File: src/design/bma_pkg.sv
// bma_pkg: shared constants and types for the boolean mask assignment block
// used by bma_csr, bma_index and boolean_mask_assign; no dependencies
`default_nettype none

package bma_pkg;

   // field widths fixed by the interface
   localparam int DATA_W  = 64;
   localparam int SIZE_W  = 17;
   localparam int MODE_W  = 2;
   localparam int INDEX_W = 32;
   localparam int CSR_W   = 3;

   localparam int DEFAULT_MAX_EXTENT = 65536;

   // register indexes on the configuration port
   localparam logic [CSR_W-1:0] REG_ASSIGN_MODE   = 3'd0;
   localparam logic [CSR_W-1:0] REG_SCALAR_VALUE  = 3'd1;
   localparam logic [CSR_W-1:0] REG_LEADING_SIZE  = 3'd2;
   localparam logic [CSR_W-1:0] REG_MIDDLE_SIZE   = 3'd3;
   localparam logic [CSR_W-1:0] REG_TRAILING_SIZE = 3'd4;
   localparam logic [CSR_W-1:0] REG_TRUE_COUNT    = 3'd5;

   // assign modes
   localparam logic [MODE_W-1:0] MODE_SCALAR      = 2'd0;
   localparam logic [MODE_W-1:0] MODE_BROADCAST   = 2'd1;
   localparam logic [MODE_W-1:0] MODE_ELEMENTWISE = 2'd2;

   // configuration as seen by the datapath, extents already clamped
   typedef struct packed {
      logic [MODE_W-1:0]  mode;
      logic [DATA_W-1:0]  scalar;
      logic [SIZE_W-1:0]  lead;
      logic [SIZE_W-1:0]  mid;
      logic [SIZE_W-1:0]  trail;
      logic [INDEX_W-1:0] slice_step;   // true_count * trail, mod 2^32
      logic               ready;        // slice_step is up to date
   } cfg_type;

endpackage

`default_nettype wire

File: src/design/bma_csr.sv
// bma_csr: configuration registers, extent clamping and the slice step product
// depends on bma_pkg
`default_nettype none

module bma_csr #(
   parameter int MAX_EXTENT = bma_pkg::DEFAULT_MAX_EXTENT
) (
   input  wire logic                       clock,
   input  wire logic                       reset,
   input  wire logic                       csr_write_enable,
   input  wire logic [bma_pkg::CSR_W-1:0]  csr_index,
   input  wire logic [bma_pkg::DATA_W-1:0] csr_write_data,
   output bma_pkg::cfg_type                cfg
);

   localparam int CLAMP_W = ($clog2(MAX_EXTENT + 1) > bma_pkg::SIZE_W) ?
                            $clog2(MAX_EXTENT + 1) : bma_pkg::SIZE_W;
   localparam logic [CLAMP_W-1:0] MAX_C = CLAMP_W'(MAX_EXTENT);

   logic [bma_pkg::MODE_W-1:0]  mode_ff;
   logic [bma_pkg::DATA_W-1:0]  scalar_ff;
   logic [bma_pkg::SIZE_W-1:0]  lead_ff;
   logic [bma_pkg::SIZE_W-1:0]  mid_ff;
   logic [bma_pkg::SIZE_W-1:0]  trail_ff;
   logic [bma_pkg::SIZE_W-1:0]  tc_ff;
   logic [bma_pkg::INDEX_W-1:0] step_ff;
   logic                        ok_ff;
   logic [bma_pkg::SIZE_W-1:0]  trail_eff;
   logic [2*bma_pkg::SIZE_W-1:0] step_in;

   // zero reads as one, anything above the limit reads as the limit
   function automatic logic [bma_pkg::SIZE_W-1:0] eff_extent(
      input logic [bma_pkg::SIZE_W-1:0] s);
      logic [bma_pkg::SIZE_W-1:0] r;
      r = s;
      if (s == '0) begin
         r = bma_pkg::SIZE_W'(1);
      end else if (CLAMP_W'(s) > MAX_C) begin
         r = MAX_C[bma_pkg::SIZE_W-1:0];
      end
      return r;
   endfunction

   assign trail_eff = eff_extent(trail_ff);
   assign step_in   = tc_ff * trail_eff;

   // register file, product register and its up-to-date flag
   always_ff @(posedge clock) begin
      if (reset) begin
         mode_ff   <= bma_pkg::MODE_SCALAR;
         scalar_ff <= '0;
         lead_ff   <= bma_pkg::SIZE_W'(1);
         mid_ff    <= bma_pkg::SIZE_W'(1);
         trail_ff  <= bma_pkg::SIZE_W'(1);
         tc_ff     <= '0;
         step_ff   <= '0;
         ok_ff     <= 1'b1;
      end else begin
         step_ff <= step_in[bma_pkg::INDEX_W-1:0];
         ok_ff   <= !csr_write_enable;
         if (csr_write_enable) begin
            case (csr_index)
               bma_pkg::REG_ASSIGN_MODE:   mode_ff   <= csr_write_data[bma_pkg::MODE_W-1:0];
               bma_pkg::REG_SCALAR_VALUE:  scalar_ff <= csr_write_data;
               bma_pkg::REG_LEADING_SIZE:  lead_ff   <= csr_write_data[bma_pkg::SIZE_W-1:0];
               bma_pkg::REG_MIDDLE_SIZE:   mid_ff    <= csr_write_data[bma_pkg::SIZE_W-1:0];
               bma_pkg::REG_TRAILING_SIZE: trail_ff  <= csr_write_data[bma_pkg::SIZE_W-1:0];
               bma_pkg::REG_TRUE_COUNT:    tc_ff     <= csr_write_data[bma_pkg::SIZE_W-1:0];
               default: ;
            endcase
         end
      end
   end

   assign cfg.mode       = mode_ff;
   assign cfg.scalar     = scalar_ff;
   assign cfg.lead       = eff_extent(lead_ff);
   assign cfg.mid        = eff_extent(mid_ff);
   assign cfg.trail      = trail_eff;
   assign cfg.slice_step = step_ff;
   assign cfg.ready      = ok_ff;

endmodule

`default_nettype wire

File: src/design/bma_index.sv
// bma_index: axis counters, incremental index bases and the per-item result logic
// depends on bma_pkg
`default_nettype none

module bma_index #(
   parameter int MAX_EXTENT = bma_pkg::DEFAULT_MAX_EXTENT
) (
   input  wire logic                        clock,
   input  wire logic                        reset,
   input  bma_pkg::cfg_type                 cfg,
   input  wire logic                        advance,
   input  wire logic [bma_pkg::DATA_W-1:0]  data_value,
   input  wire logic                        mask_bit,
   input  wire logic                        last_element,
   output logic [bma_pkg::DATA_W-1:0]       out_value,
   output logic                             take,
   output logic [bma_pkg::INDEX_W-1:0]      source_index
);

   localparam int POS_W = $clog2(MAX_EXTENT);
   localparam int CMP_W = (POS_W + 1 > bma_pkg::SIZE_W) ? POS_W + 1 : bma_pkg::SIZE_W;

   logic [POS_W-1:0]            inner_ff, inner_in;
   logic [POS_W-1:0]            masked_ff, masked_in;
   logic [POS_W-1:0]            outer_ff, outer_in;
   logic [bma_pkg::INDEX_W-1:0] bcast_ff, bcast_in;
   logic [bma_pkg::INDEX_W-1:0] slice_ff, slice_in;
   logic [bma_pkg::INDEX_W-1:0] ew_ff, ew_in;
   logic [CMP_W-1:0]            inner_nx, masked_nx, outer_nx;
   logic                        inner_wrap, masked_wrap, outer_wrap;
   logic [bma_pkg::INDEX_W-1:0] trail_w, inner_w, slice_nx;

   assign inner_nx    = CMP_W'(inner_ff) + CMP_W'(1);
   assign masked_nx   = CMP_W'(masked_ff) + CMP_W'(1);
   assign outer_nx    = CMP_W'(outer_ff) + CMP_W'(1);
   assign inner_wrap  = inner_nx  >= CMP_W'(cfg.trail);
   assign masked_wrap = masked_nx >= CMP_W'(cfg.mid);
   assign outer_wrap  = outer_nx  >= CMP_W'(cfg.lead);
   assign trail_w     = bma_pkg::INDEX_W'(cfg.trail);
   assign inner_w     = bma_pkg::INDEX_W'(inner_ff);
   assign slice_nx    = slice_ff + cfg.slice_step;

   // result of the current item
   always_comb begin
      out_value    = data_value;
      take         = 1'b0;
      source_index = '0;
      if (mask_bit) begin
         case (cfg.mode)
            bma_pkg::MODE_SCALAR: out_value = cfg.scalar;
            bma_pkg::MODE_BROADCAST: begin
               take         = 1'b1;
               source_index = bcast_ff + inner_w;
            end
            bma_pkg::MODE_ELEMENTWISE: begin
               take         = 1'b1;
               source_index = ew_ff + inner_w;
            end
            default: ;
         endcase
      end
   end

   // counter and base advance; ew base is slice base plus rank * trail
   always_comb begin
      inner_in  = inner_ff;
      masked_in = masked_ff;
      outer_in  = outer_ff;
      bcast_in  = bcast_ff;
      slice_in  = slice_ff;
      ew_in     = ew_ff;
      if (last_element) begin
         inner_in  = '0;
         masked_in = '0;
         outer_in  = '0;
         bcast_in  = '0;
         slice_in  = '0;
         ew_in     = '0;
      end else if (inner_wrap) begin
         inner_in = '0;
         if (mask_bit) begin
            ew_in = ew_ff + trail_w;
         end
         if (masked_wrap) begin
            masked_in = '0;
            if (outer_wrap) begin
               outer_in = '0;
               bcast_in = '0;
               slice_in = '0;
               ew_in    = '0;
            end else begin
               outer_in = outer_nx[POS_W-1:0];
               bcast_in = bcast_ff + trail_w;
               slice_in = slice_nx;
               ew_in    = slice_nx;
            end
         end else begin
            masked_in = masked_nx[POS_W-1:0];
         end
      end else begin
         inner_in = inner_nx[POS_W-1:0];
      end
   end

   // state registers, moved on each accepted item
   always_ff @(posedge clock) begin
      if (reset) begin
         inner_ff  <= '0;
         masked_ff <= '0;
         outer_ff  <= '0;
         bcast_ff  <= '0;
         slice_ff  <= '0;
         ew_ff     <= '0;
      end else if (advance) begin
         inner_ff  <= inner_in;
         masked_ff <= masked_in;
         outer_ff  <= outer_in;
         bcast_ff  <= bcast_in;
         slice_ff  <= slice_in;
         ew_ff     <= ew_in;
      end
   end

   // the item after a last item starts a fresh tensor
   a_last_clears: assert property (@(posedge clock) disable iff (reset)
      advance && last_element |=> inner_ff == '0 && masked_ff == '0 && outer_ff == '0
         && bcast_ff == '0 && slice_ff == '0 && ew_ff == '0)
      else $error("counters not cleared after last item");

   // ew base never lags the slice base within a slice start
   a_slice_start: assert property (@(posedge clock) disable iff (reset)
      advance && !last_element && inner_wrap && masked_wrap && !outer_wrap
      |=> ew_ff == slice_ff)
      else $error("elementwise base not at slice base at slice start");

endmodule

`default_nettype wire

File: src/design/boolean_mask_assign.sv
// boolean_mask_assign: top level, result register and handshake
// depends on bma_pkg, bma_csr, bma_index
//
// Usage: tensor elements arrive on the req_ channel in raster order (outer, masked,
// inner axes), each with the mask bit of its masked-axis position and a flag on the
// final element. One result per item leaves on the rsp_ channel: the element, or the
// scalar in scalar mode, or a flag plus value-tensor index in broadcast and
// elementwise modes.
// An accepted item is registered and shown on rsp_ in the cycle after it is accepted.
// Throughput is one item per cycle while rsp_ready and the configuration allow; the
// axis counters and index bases advance by one add each, and the only multiply
// (true_count times trailing extent) sits in a register fed from the configuration,
// so req_ready drops after each configuration write while that register refreshes.
// When the receiver stalls, the result register holds and req_ready follows
// rsp_ready, so a new item is taken in the same cycle the waiting result leaves.
// Reset empties the result register, clears counters and bases, and loads the
// register defaults (scalar mode, all extents one, true count zero).
`default_nettype none

module boolean_mask_assign #(
   parameter int MAX_EXTENT = bma_pkg::DEFAULT_MAX_EXTENT
) (
   input  wire logic                        clock,
   input  wire logic                        reset,
   input  wire logic                        csr_write_enable,
   input  wire logic [bma_pkg::CSR_W-1:0]   csr_index,
   input  wire logic [bma_pkg::DATA_W-1:0]  csr_write_data,
   input  wire logic                        req_valid,
   output logic                             req_ready,
   input  wire logic [bma_pkg::DATA_W-1:0]  req_data_value,
   input  wire logic                        req_mask_bit,
   input  wire logic                        req_last_element,
   output logic                             rsp_valid,
   input  wire logic                        rsp_ready,
   output logic [bma_pkg::DATA_W-1:0]       rsp_out_value,
   output logic                             rsp_take_from_tensor,
   output logic [bma_pkg::INDEX_W-1:0]      rsp_source_index,
   output logic                             rsp_last_result
);

   bma_pkg::cfg_type            cfg;
   logic                        accept;
   logic [bma_pkg::DATA_W-1:0]  value_in;
   logic                        take_in;
   logic [bma_pkg::INDEX_W-1:0] index_in;
   logic                        valid_ff;
   logic [bma_pkg::DATA_W-1:0]  value_ff;
   logic                        take_ff;
   logic [bma_pkg::INDEX_W-1:0] index_ff;
   logic                        last_ff;

   bma_csr #(.MAX_EXTENT(MAX_EXTENT)) u_csr (
      .clock            (clock),
      .reset            (reset),
      .csr_write_enable (csr_write_enable),
      .csr_index        (csr_index),
      .csr_write_data   (csr_write_data),
      .cfg              (cfg)
   );

   bma_index #(.MAX_EXTENT(MAX_EXTENT)) u_index (
      .clock        (clock),
      .reset        (reset),
      .cfg          (cfg),
      .advance      (accept),
      .data_value   (req_data_value),
      .mask_bit     (req_mask_bit),
      .last_element (req_last_element),
      .out_value    (value_in),
      .take         (take_in),
      .source_index (index_in)
   );

   // take an item when the configuration is ready and the result register is free or draining
   assign req_ready = cfg.ready && (!valid_ff || rsp_ready);
   assign accept    = req_valid && req_ready;

   // result register
   always_ff @(posedge clock) begin
      if (reset) begin
         valid_ff <= 1'b0;
      end else if (accept) begin
         valid_ff <= 1'b1;
      end else if (rsp_ready) begin
         valid_ff <= 1'b0;
      end
   end

   always_ff @(posedge clock) begin
      if (accept) begin
         value_ff <= value_in;
         take_ff  <= take_in;
         index_ff <= index_in;
         last_ff  <= req_last_element;
      end
   end

   assign rsp_valid            = valid_ff;
   assign rsp_out_value        = value_ff;
   assign rsp_take_from_tensor = take_ff;
   assign rsp_source_index     = index_ff;
   assign rsp_last_result      = last_ff;

   // no index is shown without a tensor take
   a_index_zero: assert property (@(posedge clock) disable iff (reset)
      rsp_valid && !rsp_take_from_tensor |-> rsp_source_index == '0)
      else $error("source index set on an item without a take");

   // an unmasked item passes through untouched
   a_unmasked_pass: assert property (@(posedge clock) disable iff (reset)
      accept && !req_mask_bit |=> rsp_valid && !rsp_take_from_tensor
         && rsp_out_value == $past(req_data_value))
      else $error("unmasked item altered");

   // the last flag is carried to its own result
   a_last_carried: assert property (@(posedge clock) disable iff (reset)
      accept |=> rsp_valid && rsp_last_result == $past(req_last_element))
      else $error("last flag not carried");

   // no result right after reset
   a_reset_empty: assert property (@(posedge clock)
      $past(reset) |-> !rsp_valid)
      else $error("result valid right after reset");

endmodule

`default_nettype wire

File: config.mk
export PLATFORM = sky130hd
export DESIGN_NAME = boolean_mask_assign
export DESIGN_NICKNAME = d
export VERILOG_FILES = /design/src/design/bma_pkg.sv /design/src/design/bma_csr.sv /design/src/design/bma_index.sv /design/src/design/boolean_mask_assign.sv
export SDC_FILE = /design/constraint.sdc
export NUM_CORES = 2
export LEC_CHECK = 0
export ABC_CLOCK_PERIOD_IN_PS = 6150
export BUFFER_PORTS_ARGS = -buffer_cell sky130_fd_sc_hd__buf_2
export CAP_MARGIN = 25
export CORE_AREA = 4 4 259 261
export CTS_BUF_LIST = sky130_fd_sc_hd__clkbuf_2 sky130_fd_sc_hd__clkbuf_4 sky130_fd_sc_hd__clkbuf_8
export DETAILED_ROUTE_END_ITERATION = 6
export DIE_AREA = 0 0 263 265
export PLACE_DENSITY_LB_ADDON = 0.1
export SYNTH_ARGS = -nofsm -noshare
export SYNTH_HDL_FRONTEND = slang
export SYNTH_HIERARCHICAL = 1
export SYNTH_SLANG_ARGS = --single-unit
File: constraint.sdc
create_clock -name clock -period 6.15 [get_ports clock]
set_input_delay 1.23 -clock clock [delete_from_list [all_inputs] [get_ports clock]]
set_output_delay 1.23 -clock clock [all_outputs]
set_load 0.02 [all_outputs]
# ---- Yosys cells after proc, flatten, opt, wreduce, memory -nomap -nowiden
# Index checks and enable logic that the tools add are counted.
dict set report word_totals {
  output_inout_bits 100
  ff_bits 410
}
dict set report classes {
  multipliers 1
  n_reduce_logical 24
  n_addsub 8
  eq_ne 7
  magnitude_cmp 6
  mux 33
}
# op n
set op_table {}
lappend op_table {{32-bit 2-to-1 mux} 12}
lappend op_table {{16-bit 2-to-1 mux} 9}
lappend op_table {{64-bit 2-to-1 mux} 2}
lappend op_table {{17-bit 2-to-1 mux} 6}
lappend op_table {{32-bit by 16-bit adder with 32-bit output} 2}
lappend op_table {{32-bit by 17-bit adder with 32-bit output} 2}
lappend op_table {{32-bit case mux with 2 select lines} 1}
lappend op_table {{16-bit by 1-bit adder with 17-bit output (second input constant)} 3}
lappend op_table {{17-bit >= comparator} 3}
lappend op_table {{17-bit greater-than comparator (second input constant)} 3}
lappend op_table {{17-bit zero test} 3}
lappend op_table {{32-bit adder} 1}
lappend op_table {{17-bit by 17-bit multiplier with 32-bit output} 1}
lappend op_table {{2-bit AND reduction} 7}
lappend op_table {{3-bit by 2-bit == test with 1-bit output (second input constant)} 2}
lappend op_table {{3-bit == test (second input constant)} 2}
lappend op_table {{3-bit AND reduction} 2}
lappend op_table {{2-bit nonzero test} 3}
lappend op_table {{3-bit by 1-bit == test with 1-bit output (second input constant)} 1}
lappend op_table {{3-bit zero test} 1}
lappend op_table {{1-bit 2-to-1 mux} 3}
lappend op_table {{3-bit nonzero test} 1}
lappend op_table {{2-bit by 1-bit == test with 1-bit output (second input constant)} 1}
lappend op_table {{2-bit == test (second input constant)} 1}
lappend op_table {{5 further kinds} 7}

# ---- Longest topological paths before layout
dict set report depth {
  word_depth 8
  ltp_mapped 29
  ltp_nobuf 26
}

# ---- Hierarchy
# The synthesis kept the hierarchy.
# module area_per_inst_um2 n_inst cells_per_inst
set modules_own_cells {}
lappend modules_own_cells {bma_csr 15167.0 1 1813}
lappend modules_own_cells {bma_index 13307.8 1 1703}
lappend modules_own_cells {boolean_mask_assign 3014.1 1 104}

# ---- Worst setup path after synthesis
# No wires, ideal clock.
dict set report synth_timing {
  path_kind {register -> register}
  start {reg u_csr/trail_ff[3] (netlist name)}
  end {reg u_csr/step_ff[28] (netlist name)}
  path_slack_ns -0.389
  arrival_time_ns 6.416
  path_stages_with_launch 26
  setup_time_ns 0.123
  required_time_ns 6.027
  cell_sequence {dfxtp_1 -> nor4_1 -> nand4_1 -> and2_1 -> buf_2 -> nor2b_1 -> buf_2 -> clkbuf_1 -> nand2_1 -> fa_1 -> inv_1 -> fa_1 -> fa_1 -> fa_1 -> inv_1 -> fa_1 -> fa_1 -> inv_1 -> ha_1 -> o2111ai_1 -> a31oi_1 -> or3_4 -> a21oi_4 -> o21ai_2 -> a31oi_1 -> mux2_1}
}
# element line
set synth_lines {}
lappend synth_lines {{from (decl)} bma_csr.sv:24} ;# logic [bma_pkg::SIZE_W-1:0] trail_ff;
lappend synth_lines {{from (signal assigned)} bma_csr.sv:54} ;# trail_ff <= bma_pkg::SIZE_W'(1);
lappend synth_lines {{from (signal assigned)} bma_csr.sv:67} ;# bma_pkg::REG_TRAILING_SIZE: trail_ff <= csr_write_data[bma_pkg::SIZE_W-1:0];
lappend synth_lines {{to (signal assigned)} bma_csr.sv:59} ;# step_ff <= step_in[bma_pkg::INDEX_W-1:0];
lappend synth_lines {{to (decl)} bma_csr.sv:26} ;# logic [bma_pkg::INDEX_W-1:0] step_ff;

==> flow_summary_export.csv <==
group,metric,value,unit
die,initial_core_util,0.488,
setup_path,cp.required,6.67,ns
run_status,status,"finished with violations",
cts,root_buffer,"clkbuf_8",
power_and_ir_drop,p_leak,16.8,nW
setup_path,cp_slowest_stage_delay,0.53,ns
setup_path,cp.arrival,7.00,ns
routing,vias_per_cell,5.35,
cts,clock-sinks,410,
setup_path,path_class,"flop to flop",
setup_path,critPathMostFrequentCell,"fa_1",
cts,numCtsBuffers,77,
job,drv_cap,0,
power_and_ir_drop,power_frac_comb,0.111,
logic_synthesis,synth_fa_ha_area_frac,0.237,
logic_synthesis,syn_area,0.0315,sq mm
logic_synthesis,async_reset_ff_frac,0,
power_and_ir_drop,internal_power,4.87,mW
sta,period_minus_slack,6.48,ns
setup_path,worst_setup_path_end_kind,"flop",
grt,grt_overflow,0,
grt,global_route.usage.total,0.242,
finish,fillers,6004,
sta,fin_worst_skew,0.0444,ns
finish,area_growth,18.1,%
logic_synthesis,synth.avg_cell_area,8.70,sq um
routing,drcViolationCount,0,
routing,ant_nets,0,
die,rows,93,
sta,setup_tns,-3.04,ns
sta,grt_setup_unrepaired,"yes",
logic_synthesis,postSynthCellCount,3620,
routing,via_count,26000,
grt,grt_pass1_vias,25500,
cts,path_clk_slew,0.06,ns
sta,fmax,0.154,GHz
die,design.core.area,0.0645,sq mm
finish,drive_gt1_frac,0.205,
finish,post-route-util,0.577,
finish,multi_input_area,0.0209,sq mm
finish,fin_area,0.0372,sq mm
cts,cts_hold_buffers,0,
place,gp_congestion,0.910,
die,chipWidth,263,um
place,dp_slack,-0.527,ns
sta,whs,0.451,ns
place,portBuffers,237,
power_and_ir_drop,power.total,6.65,mW
die,die-area,0.0697,sq mm
logic_synthesis,synth-edff-count,98,
logic_synthesis,synth_top_family_by_area,"adder cells",
cts,h-tree-depth,3,
sta,final-max-slew-violation-count,0,
grt,grt_pass1_wl,138,mm
logic_synthesis,yosys_register_bits,410,
power_and_ir_drop,p_per_area,179,mW/mm^2
logic_synthesis,synthXorXnorAreaFrac,0.0442,
sta,finalSetupViolCount,15,
power_and_ir_drop,sw_frac_of_total,0.267,
logic_synthesis,synth_ff_type,"dfxtp_1",
cts,clk_path_buf_depth,3,
place,hpwl,65.5,mm
logic_synthesis,synthMuxAreaShare,0.0371,
sta,worstMarginPinSlew,0.953,ns
grt,grt_max_degree,80,
place,dp_cells,4706,
routing,post_drt_wl_per_cell,17.9,um
logic_synthesis,synth.distinct_cells,91,
sta,finalCritPeriodShare,1.05,
finish,instances_no_fill,4862,
cts,cts_tree,"yes",
routing,drtPass1Iterations,6,
sta,relSlewSlack,0.365,
logic_synthesis,ys.warnings.count,6,
logic_synthesis,synth_compound_area_frac,0.137,
power_and_ir_drop,seqPwrFrac,0.434,
routing,wirelength,87.0,mm
die,io_pins,238,
logic_synthesis,synth_nets,4219,
sta,hold_viol_final,0,
setup_path,crit_fanout,8,
setup_path,cpMaxStageDelayCell,"fa_1",
run_status,violations,"setup timing",
place,place_area,0.0347,sq mm
logic_synthesis,synth_simple_gate_area_share,0.186,
finish,regArea,0.00919,sq mm
power_and_ir_drop,ir_worst_vdd,0.000190,V
sta,finalWorstSetupSlack,-0.326,ns
logic_synthesis,ys_seq_area_frac,0.292,
cts,clk_latency,0.68,ns
min_path,hold_path.class,"flop to flop",
power_and_ir_drop,p_clk_frac,0.454,
setup_path,cp-start-kind,"flop",
setup_path,r2r_slack,-0.33,ns
finish,nets,4543,
routing,drt-initial-drc-count,1667,
die,dieHeight,265,um
power_and_ir_drop,switchingPower,1.78,mW
grt,antenna_found_initial,5,
==> final timing paths <==
| path | startpoint | to | cells after the start |
|---|---|---|---|
| worst min-delay path | u_csr/scalar_ff[9]$_SDFFE_PP0P_ | u_csr/scalar_ff[9]$_SDFFE_PP0P_ | 2 |
| worst min register to register | u_csr/scalar_ff[9]$_SDFFE_PP0P_ | u_csr/scalar_ff[9]$_SDFFE_PP0P_ | 2 |
| worst max-delay path | u_csr/trail_ff[3]$_SDFFE_PP0P_ | u_csr/step_ff[24]$_SDFF_PP0_ | 25 |
| worst max register to register | u_csr/trail_ff[3]$_SDFFE_PP0P_ | u_csr/step_ff[24]$_SDFF_PP0_ | 25 |
==> metal layers <==
layer / track usage / vias up / routed length, um
li1: - / 12800 / -
met1: 0.327 / 12400 / 38900
met2: 0.403 / 645 / 41200
met3: 0.0491 / 128 / 5080
met4: 0.0571 / 8 / 1730
met5: 0 / - / 38
==> area by class of cell <==
type,instances,share of cell area
clock inverter,26,0.00915
clock buffer,114,0.0383
timing repair buffer,429,0.0768
inverter,363,0.0366
multi-input combinational,2663,0.563
antenna,2,0.000135
sequential,410,0.247
tap,855,0.0288
==> critical path: cells and delay by family, from the launching register on <==
| kind | cells | cell delay, ns |
|---|---|---|
| AOI/OAI and AO/OA | 4 | 0.63 |
| adders and majority gates | 7 | 2.98 |
| buffers and inverters | 6 | 0.56 |
| DFF | 1 | 0.33 |
| muxes | 1 | 0.34 |
| and+or+nand+nor | 7 | 1.52 |
==> cells in the final DEF, fill, tap and decap left out, types with 15 or more instances in the layout <==
| cell | n |
|---|---|
| nand2_1 | 561 |
| inv_1 | 339 |
| dfxtp_1 | 309 |
| a21oi_1 | 271 |
| buf_2 | 237 |
| fa_1 | 212 |
| ha_1 | 209 |
| nor2_1 | 201 |
| buf_4 | 165 |
| and2_1 | 126 |
| o21ai_0 | 123 |
| edfxtp_1 | 98 |
| clkbuf_8 | 92 |
| mux2_2 | 82 |
| xnor2_1 | 81 |
| xor2_1 | 73 |
| nand3_1 | 59 |
| nor2b_1 | 56 |
| and3_1 | 51 |
| a21o_1 | 48 |
| nor3_1 | 35 |
| nand4_1 | 29 |
| inv_2 | 24 |
| clkbuf_4 | 23 |
| ha_4 | 22 |
| a31oi_1 | 21 |
| o211ai_1 | 21 |
| mux2i_1 | 20 |
| a22o_1 | 20 |
| a22oi_1 | 18 |
| nand3b_1 | 17 |
| o21a_1 | 17 |
| and2_4 | 15 |
| fa_2 | 15 |
==> cell usage after synthesis, types with 54 or more instances <==
cell      instances  area share
nand2_1         567       0.068
inv_1           363       0.043
dfxtp_1         312        0.20
a21oi_1         285       0.045
ha_1            234       0.093
fa_1            227        0.14
nor2_1          205       0.024
clkbuf_1        148       0.018
and2_1          140       0.028
o21ai_0         129       0.021
edfxtp_1         98       0.093
xnor2_1          85       0.024
mux2_2           83       0.030
xor2_1           74       0.021
nor2b_1          65       0.013
nand3_1          60      0.0095
and3_1           54       0.011
==> cell families (layout without fill, tap and decap cells) <==
family | Yosys count | after routing
AND/OR/NAND/NOR | 1250 | 1250
AO/OA/AOI/OAI | 687 | 687
buffers and inverters | 547 | 932
adder cells (fa/ha/maj) | 461 | 461
flip-flops | 410 | 410
XOR/XNOR | 159 | 159
multiplexers | 106 | 106
other | 0 | 2
==> flip-flops by register name, summed over array words and instances (netlist names) <==
register	flops
u_index/masked_ff	16
u_index/inner_ff	16
rsp_valid	1
u_index/bcast_ff	32
u_index/outer_ff	16
u_index/ew_ff	32
u_csr/mid_ff	17
u_csr/trail_ff	17
rsp_take_from_tensor	1
u_csr/mode_ff	2
rsp_last_result	1
u_csr/tc_ff	17
u_csr/ok_ff	1
u_csr/step_ff	32
u_csr/scalar_ff	64
rsp_source_index	32
u_csr/lead_ff	17
rsp_out_value	64
u_index/slice_ff	32
==> power by group through the flow <==
stage	Sequential, mW	Clock [mW]	Combinational [mW]
floorplan	2.98	0	0.394
global placement	2.94	0	0.723
detailed placement	2.94	0	0.726
CTS	2.89	3.11	0.731
global route	2.89	3.24	0.804
finish	2.89	3.02	0.740
==> timing repair <==
action                                  CTS  global route
pin swaps                                22           135
gates resized for setup                  39           106
endpoints found under the setup margin   17            18
gates cloned                              0             2
setup buffers                             1            12
Note: power is estimated with default switching activity, not from simulation.
